<file path="src/hw/rtl/rsa_pkg.sv">
`timescale 1ns / 1ps

package rsa_pkg;

  localparam int MAX_SERVERS = 16;

  localparam int ARRIVAL_W = 31;
  localparam int TIME_W    = 32;
  localparam int COUNT_W   = 32;
  localparam int ID_W      = 4;
  localparam int CFG_W     = 5;

  localparam logic [CFG_W-1:0]   SERVER_COUNT_RESET = 5'd16;
  localparam logic [COUNT_W-1:0] COUNT_SAT          = '1;

  localparam logic CMD_DISPATCH = 1'b0;
  localparam logic CMD_REPORT   = 1'b1;

  localparam logic KIND_DISPATCH = 1'b0;
  localparam logic KIND_REPORT   = 1'b1;

  typedef enum logic [2:0] {
    S_IDLE,
    S_EVAL,
    S_PICK,
    S_MAX,
    S_MATCH,
    S_EMIT
  } state_t;

  // broadcast from the controller to every cell
  typedef struct packed {
    logic [ARRIVAL_W-1:0] arrival;
    logic [TIME_W-1:0]    finish;
    logic [COUNT_W-1:0]   max_all;
  } cell_cmd_t;

  typedef struct packed {
    logic               free;
    logic               match;
    logic [COUNT_W-1:0] count;
  } cell_stat_t;

endpackage

</file>
<file path="src/hw/rtl/rsa_cell.sv">
`timescale 1ns / 1ps

module rsa_cell (
  input  logic                     clk,
  input  logic                     rst,
  input  rsa_pkg::cell_cmd_t       cmd,
  input  logic                     wr,
  input  logic                     in_use,
  input  logic [rsa_pkg::COUNT_W-1:0] max_in,
  output logic [rsa_pkg::COUNT_W-1:0] max_out,
  output rsa_pkg::cell_stat_t      stat
);
  import rsa_pkg::*;

  logic               busy;
  logic [TIME_W-1:0]  finish;
  logic [COUNT_W-1:0] count;
  logic [COUNT_W-1:0] max_next;

  always_ff @(posedge clk) begin
    if (rst) begin
      busy  <= 1'b0;
      count <= '0;
    end else if (wr) begin
      busy <= 1'b1;
      if (count != COUNT_SAT) begin
        count <= count + COUNT_W'(1);
      end
    end
  end

  always_ff @(posedge clk) begin
    if (wr) begin
      finish <= cmd.finish;
    end
  end

  // running max moves one cell per cycle
  assign max_next = (in_use && (count > max_in)) ? count : max_in;

  always_ff @(posedge clk) begin
    if (rst) begin
      max_out <= '0;
    end else begin
      max_out <= max_next;
    end
  end

  assign stat.free  = !busy || (finish <= {1'b0, cmd.arrival});
  assign stat.match = in_use && (count == cmd.max_all);
  assign stat.count = count;

endmodule

</file>
<file path="src/hw/rtl/rotating_server_assigner.sv">
`timescale 1ns / 1ps

// Round-robin dispatcher over a pool of servers, one cell per server.
// Command channel: an item (command, arrival_time, load_time) is taken on a
// rising edge with start high and busy low.
// Dispatch: the chosen server (first free at or above the rotating start
// index, else the lowest free one) is reported after the S_EVAL and S_PICK
// states, with assigned low and id/count zero when every server is busy.
// A new item can be taken in the cycle the result is shown.
// Report: the running maximum of the handled counts ripples down the cell
// row, one cell per cycle, in S_MAX; then S_MATCH marks the matching
// servers, then one beat per matching server follows, ascending id, last
// high on the final beat. busy stays high from accept through the S_MAX,
// S_MATCH and S_EMIT states.
// Results: strobe marks each beat for one cycle; the receiver cannot stall.
// Config: cfg_data (server count) is written on cfg_valid & cfg_ready;
// cfg_ready is high only while idle with start low.
// Reset: all servers idle with zero counts, start index 0, server count 16.
module rotating_server_assigner (
  input  logic                          clk,
  input  logic                          rst,
  input  logic                          start,
  output logic                          busy,
  input  logic                          command,
  input  logic [rsa_pkg::ARRIVAL_W-1:0] arrival_time,
  input  logic [rsa_pkg::ARRIVAL_W-1:0] load_time,
  input  logic                          cfg_valid,
  output logic                          cfg_ready,
  input  logic [rsa_pkg::CFG_W-1:0]     cfg_data,
  output logic                          strobe,
  output logic                          kind,
  output logic                          assigned,
  output logic [rsa_pkg::ID_W-1:0]      server_num,
  output logic [rsa_pkg::COUNT_W-1:0]   handled_count,
  output logic                          last
);
  import rsa_pkg::*;

  localparam int IDX_W = (MAX_SERVERS > 1) ? $clog2(MAX_SERVERS) : 1;
  localparam int NW    = $clog2(MAX_SERVERS + 1);
  localparam logic [31:0]      MAX_U32  = 32'(MAX_SERVERS);
  localparam logic [IDX_W-1:0] CNT_LAST = IDX_W'(MAX_SERVERS - 1);

  state_t state, state_next;

  logic [CFG_W-1:0]     server_count;
  logic [IDX_W-1:0]     start_index;
  logic [ARRIVAL_W-1:0] arrival_q;
  logic [TIME_W-1:0]    finish_q;
  logic [MAX_SERVERS-1:0] free_q;
  logic [MAX_SERVERS-1:0] remain;
  logic [IDX_W-1:0]     max_cnt;
  logic [COUNT_W-1:0]   max_q;

  logic                 strobe_next;
  logic                 kind_next;
  logic                 assigned_next;
  logic [ID_W-1:0]      server_num_next;
  logic [COUNT_W-1:0]   handled_count_next;
  logic                 last_next;

  logic [31:0]          cnt32;
  logic [31:0]          n32;
  logic [NW-1:0]        n_use;
  logic [IDX_W-1:0]     start_eff;
  logic [IDX_W-1:0]     start_adv;
  logic [MAX_SERVERS-1:0] in_use;
  logic [MAX_SERVERS-1:0] ge_mask;
  logic [MAX_SERVERS-1:0] cand;
  logic [MAX_SERVERS-1:0] cand_hi;
  logic [MAX_SERVERS-1:0] free_vec;
  logic [MAX_SERVERS-1:0] match_vec;
  logic [MAX_SERVERS-1:0] remain_after;
  logic                 found;
  logic [IDX_W-1:0]     pick;
  logic [IDX_W-1:0]     emit_id;
  logic [COUNT_W-1:0]   pick_count;
  logic [COUNT_W-1:0]   pick_count_inc;

  logic                 accept;
  logic                 cap_item;
  logic                 cap_free;
  logic                 do_pick;
  logic                 cnt_run;
  logic                 cap_match;
  logic                 do_emit;

  cell_cmd_t            cmd;
  cell_stat_t           stat [MAX_SERVERS];
  logic [COUNT_W-1:0]   chain [MAX_SERVERS+1];
  logic [MAX_SERVERS-1:0] wr;

  function automatic logic [IDX_W-1:0] lowest_set(input logic [MAX_SERVERS-1:0] v);
    logic [IDX_W-1:0] r;
    r = '0;
    for (int i = MAX_SERVERS - 1; i >= 0; i--) begin
      if (v[i]) begin
        r = IDX_W'(i);
      end
    end
    return r;
  endfunction

  // servers in use, clamped to 1..MAX_SERVERS
  assign cnt32 = {27'd0, server_count};
  assign n32   = (cnt32 == 32'd0) ? 32'd1 : ((cnt32 > MAX_U32) ? MAX_U32 : cnt32);
  assign n_use = n32[NW-1:0];

  assign start_eff = (NW'(start_index) < n_use) ? start_index : '0;
  assign start_adv = ((NW'(start_eff) + NW'(1)) >= n_use) ? '0 : (start_eff + IDX_W'(1));

  always_comb begin
    for (int i = 0; i < MAX_SERVERS; i++) begin
      in_use[i]    = NW'(i) < n_use;
      ge_mask[i]   = IDX_W'(i) >= start_eff;
      free_vec[i]  = stat[i].free;
      match_vec[i] = stat[i].match;
    end
  end

  assign cand    = free_q & in_use;
  assign cand_hi = cand & ge_mask;
  assign found   = |cand;
  assign pick    = (|cand_hi) ? lowest_set(cand_hi) : lowest_set(cand);

  assign pick_count     = stat[pick].count;
  assign pick_count_inc = (pick_count == COUNT_SAT) ? pick_count : pick_count + COUNT_W'(1);

  assign emit_id      = lowest_set(remain);
  assign remain_after = remain & ~(MAX_SERVERS'(1) << emit_id);

  // cell row
  assign cmd.arrival = arrival_q;
  assign cmd.finish  = finish_q;
  assign cmd.max_all = chain[MAX_SERVERS];
  assign chain[0]    = '0;

  always_comb begin
    for (int i = 0; i < MAX_SERVERS; i++) begin
      wr[i] = do_pick && found && (pick == IDX_W'(i));
    end
  end

  for (genvar g = 0; g < MAX_SERVERS; g++) begin : g_cell
    rsa_cell u_cell (
      .clk     (clk),
      .rst     (rst),
      .cmd     (cmd),
      .wr      (wr[g]),
      .in_use  (in_use[g]),
      .max_in  (chain[g]),
      .max_out (chain[g+1]),
      .stat    (stat[g])
    );
  end

  // control
  assign accept = start && !busy;

  always_comb begin
    state_next = state;
    unique case (state)
      S_IDLE: begin
        if (accept) begin
          state_next = (command == CMD_REPORT) ? S_MAX : S_EVAL;
        end
      end
      S_EVAL:  state_next = S_PICK;
      S_PICK:  state_next = S_IDLE;
      S_MAX: begin
        if (max_cnt == CNT_LAST) begin
          state_next = S_MATCH;
        end
      end
      S_MATCH: state_next = S_EMIT;
      S_EMIT: begin
        if (remain_after == '0) begin
          state_next = S_IDLE;
        end
      end
      default: state_next = S_IDLE;
    endcase
  end

  always_comb begin
    busy      = 1'b1;
    cfg_ready = 1'b0;
    cap_item  = 1'b0;
    cap_free  = 1'b0;
    do_pick   = 1'b0;
    cnt_run   = 1'b0;
    cap_match = 1'b0;
    do_emit   = 1'b0;
    unique case (state)
      S_IDLE: begin
        busy      = 1'b0;
        cfg_ready = !start;
        cap_item  = start;
      end
      S_EVAL:  cap_free  = 1'b1;
      S_PICK:  do_pick   = 1'b1;
      S_MAX:   cnt_run   = 1'b1;
      S_MATCH: cap_match = 1'b1;
      S_EMIT:  do_emit   = 1'b1;
      default: busy      = 1'b1;
    endcase
  end

  always_comb begin
    strobe_next        = 1'b0;
    kind_next          = KIND_DISPATCH;
    assigned_next      = 1'b0;
    server_num_next    = '0;
    handled_count_next = '0;
    last_next          = 1'b1;
    if (do_pick) begin
      strobe_next = 1'b1;
      if (found) begin
        assigned_next      = 1'b1;
        server_num_next    = ID_W'(pick);
        handled_count_next = pick_count_inc;
      end
    end else if (do_emit) begin
      strobe_next        = 1'b1;
      kind_next          = KIND_REPORT;
      server_num_next    = ID_W'(emit_id);
      handled_count_next = max_q;
      last_next          = (remain_after == '0);
    end
  end

  always_ff @(posedge clk) begin
    if (rst) begin
      state        <= S_IDLE;
      server_count <= SERVER_COUNT_RESET;
      start_index  <= '0;
      max_cnt      <= '0;
      strobe       <= 1'b0;
    end else begin
      state  <= state_next;
      strobe <= strobe_next;
      if (cfg_valid && cfg_ready) begin
        server_count <= cfg_data;
      end
      if (do_pick) begin
        start_index <= start_adv;
      end
      if (cnt_run) begin
        max_cnt <= max_cnt + IDX_W'(1);
      end else begin
        max_cnt <= '0;
      end
    end
  end

  always_ff @(posedge clk) begin
    if (cap_item) begin
      arrival_q <= arrival_time;
      finish_q  <= {1'b0, arrival_time} + {1'b0, load_time};
    end
    if (cap_free) begin
      free_q <= free_vec;
    end
    if (cap_match) begin
      remain <= match_vec;
      max_q  <= chain[MAX_SERVERS];
    end else if (do_emit) begin
      remain <= remain_after;
    end
    if (strobe_next) begin
      kind          <= kind_next;
      assigned      <= assigned_next;
      server_num    <= server_num_next;
      handled_count <= handled_count_next;
      last          <= last_next;
    end
  end

endmodule

</file>
<file path="config.mk">
export PLATFORM = sky130hd
export DESIGN_NAME = rotating_server_assigner
export DESIGN_NICKNAME = d
export VERILOG_FILES = /design/src/hw/rtl/rsa_pkg.sv /design/src/hw/rtl/rsa_cell.sv /design/src/hw/rtl/rotating_server_assigner.sv
export SDC_FILE = /design/constraint.sdc
export NUM_CORES = 2
export LEC_CHECK = 0
export BUFFER_PORTS_ARGS = -buffer_cell sky130_fd_sc_hd__buf_2
export CORE_MARGIN = 3
export CORE_UTILIZATION = 50
export DETAILED_ROUTE_END_ITERATION = 10
export PLACE_DENSITY = 0.65
export SETUP_SLACK_MARGIN = 0.5
export SYNTH_ARGS = -nofsm -noshare
export SYNTH_HDL_FRONTEND = slang
export SYNTH_HIERARCHICAL = 1
export SYNTH_SLANG_ARGS = --single-unit
</file>
<file path="constraint.sdc">
create_clock -name clk -period 12.6 [get_ports clk]
set_input_delay 0.63 -clock clk [delete_from_list [all_inputs] [get_ports clk]]
set_output_delay 0.63 -clock clk [all_outputs]
set_load 0.01 [all_outputs]
</file>
==> impl_metrics.tcl <==
set metrics [dict create \
    setup_tns_ps 0 \
    status "finished, violations left" \
    slew_headroom -0.114 \
    route.detailed.drc 0 \
    synth_cell_types 110 \
    synth_seq_cells 1735 \
    yosysTopAreaCellShare 0.193 \
    violations "capacitance limit, slew limit" \
    ios 114 \
    track_usage 0.410 \
    avgViaCountPerCell 6.22 \
    syn2layout_area_growth_pct 11.2 \
    antenna_found_initial 75 \
    fin_area_um2 122000 \
    antenna_left 0 \
    sequentialPowerShare 0.462 \
    die_width_um 474 \
    crit_required_ps 13200 \
    layout_common_cells "1135 x inv_1, 1067 x ha_1, 1044 x dfxtp_1, 939 x nand2b_1, 829 x nand2_1" \
    cts_made_buffers 195 \
    cts.sinks 1735 \
    ir_drop_mv 0.144 \
    std_cell_rows 171 \
    max_freq_mhz 101 \
    post-route-util 0.560 \
    max-clock-path-buffers 3 \
    routabilityCongestion 1.09 \
    hold_violations 0 \
    synth_edf_count 678 \
    yosysSeqAreaShare 0.379 \
    switchingPower_mw 3.52 \
    pwr-share-clk 0.439 \
    vias 95400 \
    fin_crit_sh 0.789 \
    powerDensity_nw_per_um2 109 \
    combPwrFrac 0.099 \
    cts.reportedPaths.clkPinSlew_ps 60 \
    worst-path-max-fanout 108 \
    start_util 0.504 \
    postCtsSetupBuffers 0 \
    worst_slew_pin_slew_ps 1620 \
    synth_cells 11900 \
    portBuffers 113 \
    worstSkewPairLatency_ps 880 \
    grt_pass1_vias 89600 \
    yosysTopAreaCell "dfxtp_1" \
    p_int_mw 9.80 \
    end_kind "flop" \
    core_area_um2 217000 \
    finalClockSkew_ps 69.1 \
    wl_um 471000 \
    async_reset_ff_frac 0 \
    fin_crit_ps 9940 \
    setup_viol 0 \
    rsz0062_at_grt "false" \
    chipHeight_um 474 \
    cts_tree "built" \
    place_area_um2 115000 \
    grt_overflow_total 0 \
    root_buffer "clkbuf_16" \
    drv_cap 2 \
    place_hpwl_um 352000 \
    drive_gt1_frac 0.0828 \
    grt_max_degree 290 \
    power.leakage_nw 49.3 \
    path_class "flop to flop" \
    synth_ff_type "dfxtp_1" \
    cts-htree-levels 4 \
    p_sw_frac 0.264 \
    hold_class "input pin to flop" \
    routedWlPerCell_um 30.7 \
    synthTopCellsByArea "dfxtp_1 19%, edfxtp_1 19%, ha_1 12%, nand2b_1 5.4%, mux2i_1 4.9%" \
    drt_iter0_markers 11000 \
    firstDrtPassIters 6 \
    cp-start-kind "flop" \
    nets 13300 \
    slew_violations 19 \
    grt_pass1_wl_um 659000 \
    cp.arrival_ps 10530 \
    synth_area_um2 110000 \
    ys_warn_count 6 \
    cts_resized 0 \
    dieArea_um2 225000 \
    syn_area_per_cell_um2 9.23 \
    n_fill_cell 19300 \
    layout_commonest_cell "inv_1" \
]
[flip-flops by register name (all words and copies together), names as in the netlist, 3 cells and up]
name and flops:
max_q 32, start_index 4, server_num 4, arrival_q 31, g_cell.u_cell/max_out 512, g_cell.u_cell/finish 512
remain 16, g_cell.u_cell/busy 16, finish_q 32, max_cnt 4, state 3, free_q 16
server_count 5, g_cell.u_cell/count 512, handled_count 32
[cell usage after synthesis (37+ instances only)]
library cell / n
nor2b_1: 133
nor2_1: 684
a31oi_1: 42
a211oi_1: 108
xor2_1: 222
nor3_1: 131
and4_1: 117
mux2i_1: 540
buf_2: 77
o21ai_0: 431
and3_1: 109
nand4_1: 504
nand3_1: 408
o211ai_1: 46
nand2b_1: 939
or3_1: 168
a21oi_1: 563
inv_1: 1135
mux2_2: 57
nand2_1: 830
ha_1: 1067
and2_1: 50
or4_1: 71
nor4_1: 79
xnor2_1: 585
buf_6: 37
o21ai_1: 38
a21o_1: 90
clkbuf_1: 287
dfxtp_1: 1057
edfxtp_1: 678
[per-stage QoR]
step | power (mW) | instances | worst slack [ps] | hold slack [ps]
after global routing | 13.7 | 15300 | 2160 | 34.8
final | 13.3 | 15300 | 2660 | 41.1
after detailed placement | 7.55 | 14800 | 3060 | 438
after floorplan | 7.02 | 11900 | 3680 | 418
after CTS | 13.3 | 15200 | 3000 | 5.09
after global placement | 7.50 | 14800 | 3210 | 426
[worst max-delay path, stage by stage, from the launching register on]
cell,delay [ps]
dfxtp_1,300
buf_4,390
inv_1,320
nand2_1,200
ha_1,280
and4b_1,290
o211a_1,310
nor2_1,340
nand2_1,150
ha_1,240
nand3b_1,240
o31ai_1,440
nand4_1,350
a21oi_1,400
a41oi_2,390
nand2_8,720
buf_4,500
mux2i_1,150
a22o_1,260
nor4b_2,620
nand4_1,410
nor4_4,650
nand4_2,760
and3_1,480
a221o_1,300
[kinds of logic after synthesis]
logic type,synth area share
AOI/OAI and AO/OA,0.104
other,0.0000686
xor gates and xnor gates,0.0645
buffers and inverters,0.0601
DFF,0.379
adders and majority gates,0.122
muxes,0.0597
and+or+nand+nor,0.211
[power groups by stage]
stage / Combinational, mW / Sequential (mW) / Clock, mW
floorplan: 0.850 / 6.17 / 0
global placement: 1.23 / 6.28 / 0
detailed placement: 1.27 / 6.28 / 0
CTS: 1.28 / 6.16 / 5.90
global route: 1.42 / 6.16 / 6.12
finish: 1.32 / 6.15 / 5.84
[final timing paths]
path                                 from  cells after the start                    endpoint  slack [ps]
max          server_count[4]$_SDFFE_PP1P_                     24  handled_count[5]$_DFFE_PP_        2660
min                          load_time[0]                      2       finish_q[0]$_DFFE_PP_          40
max reg2reg  server_count[4]$_SDFFE_PP1P_                     24  handled_count[5]$_DFFE_PP_        2660
min reg2reg         max_cnt[0]$_SDFF_PP0_                      1       max_cnt[0]$_SDFF_PP0_         450
[repair_timing]
item                                    CTS  global route
hold buffers                             31             0
hold endpoints to repair                 31             0
endpoints found under the setup margin    0             0
[routing by layer]
layer	global-route usage	up-vias	part of all wire
met5	0.000433	-	0.00051
li1	-	42700	-
met1	0.493	46300	0.38
met4	0.325	36	0.097
met3	0.113	1533	0.097
met2	0.617	4896	0.43
[area by class of cell]
class                      instances  area (µm²)  share of cell area
multi-input combinational       8620       61900               0.508
sequential                      1735       41500               0.341
clock buffer                     278        5600              0.0460
inverter                        1135        4260              0.0350
timing repair buffer             499        3620              0.0297
tap                             2854        3570              0.0293
clock inverter                    81         958             0.00787
antenna                          127         318             0.00261
Note: power is estimated with default switching activity, not from simulation.
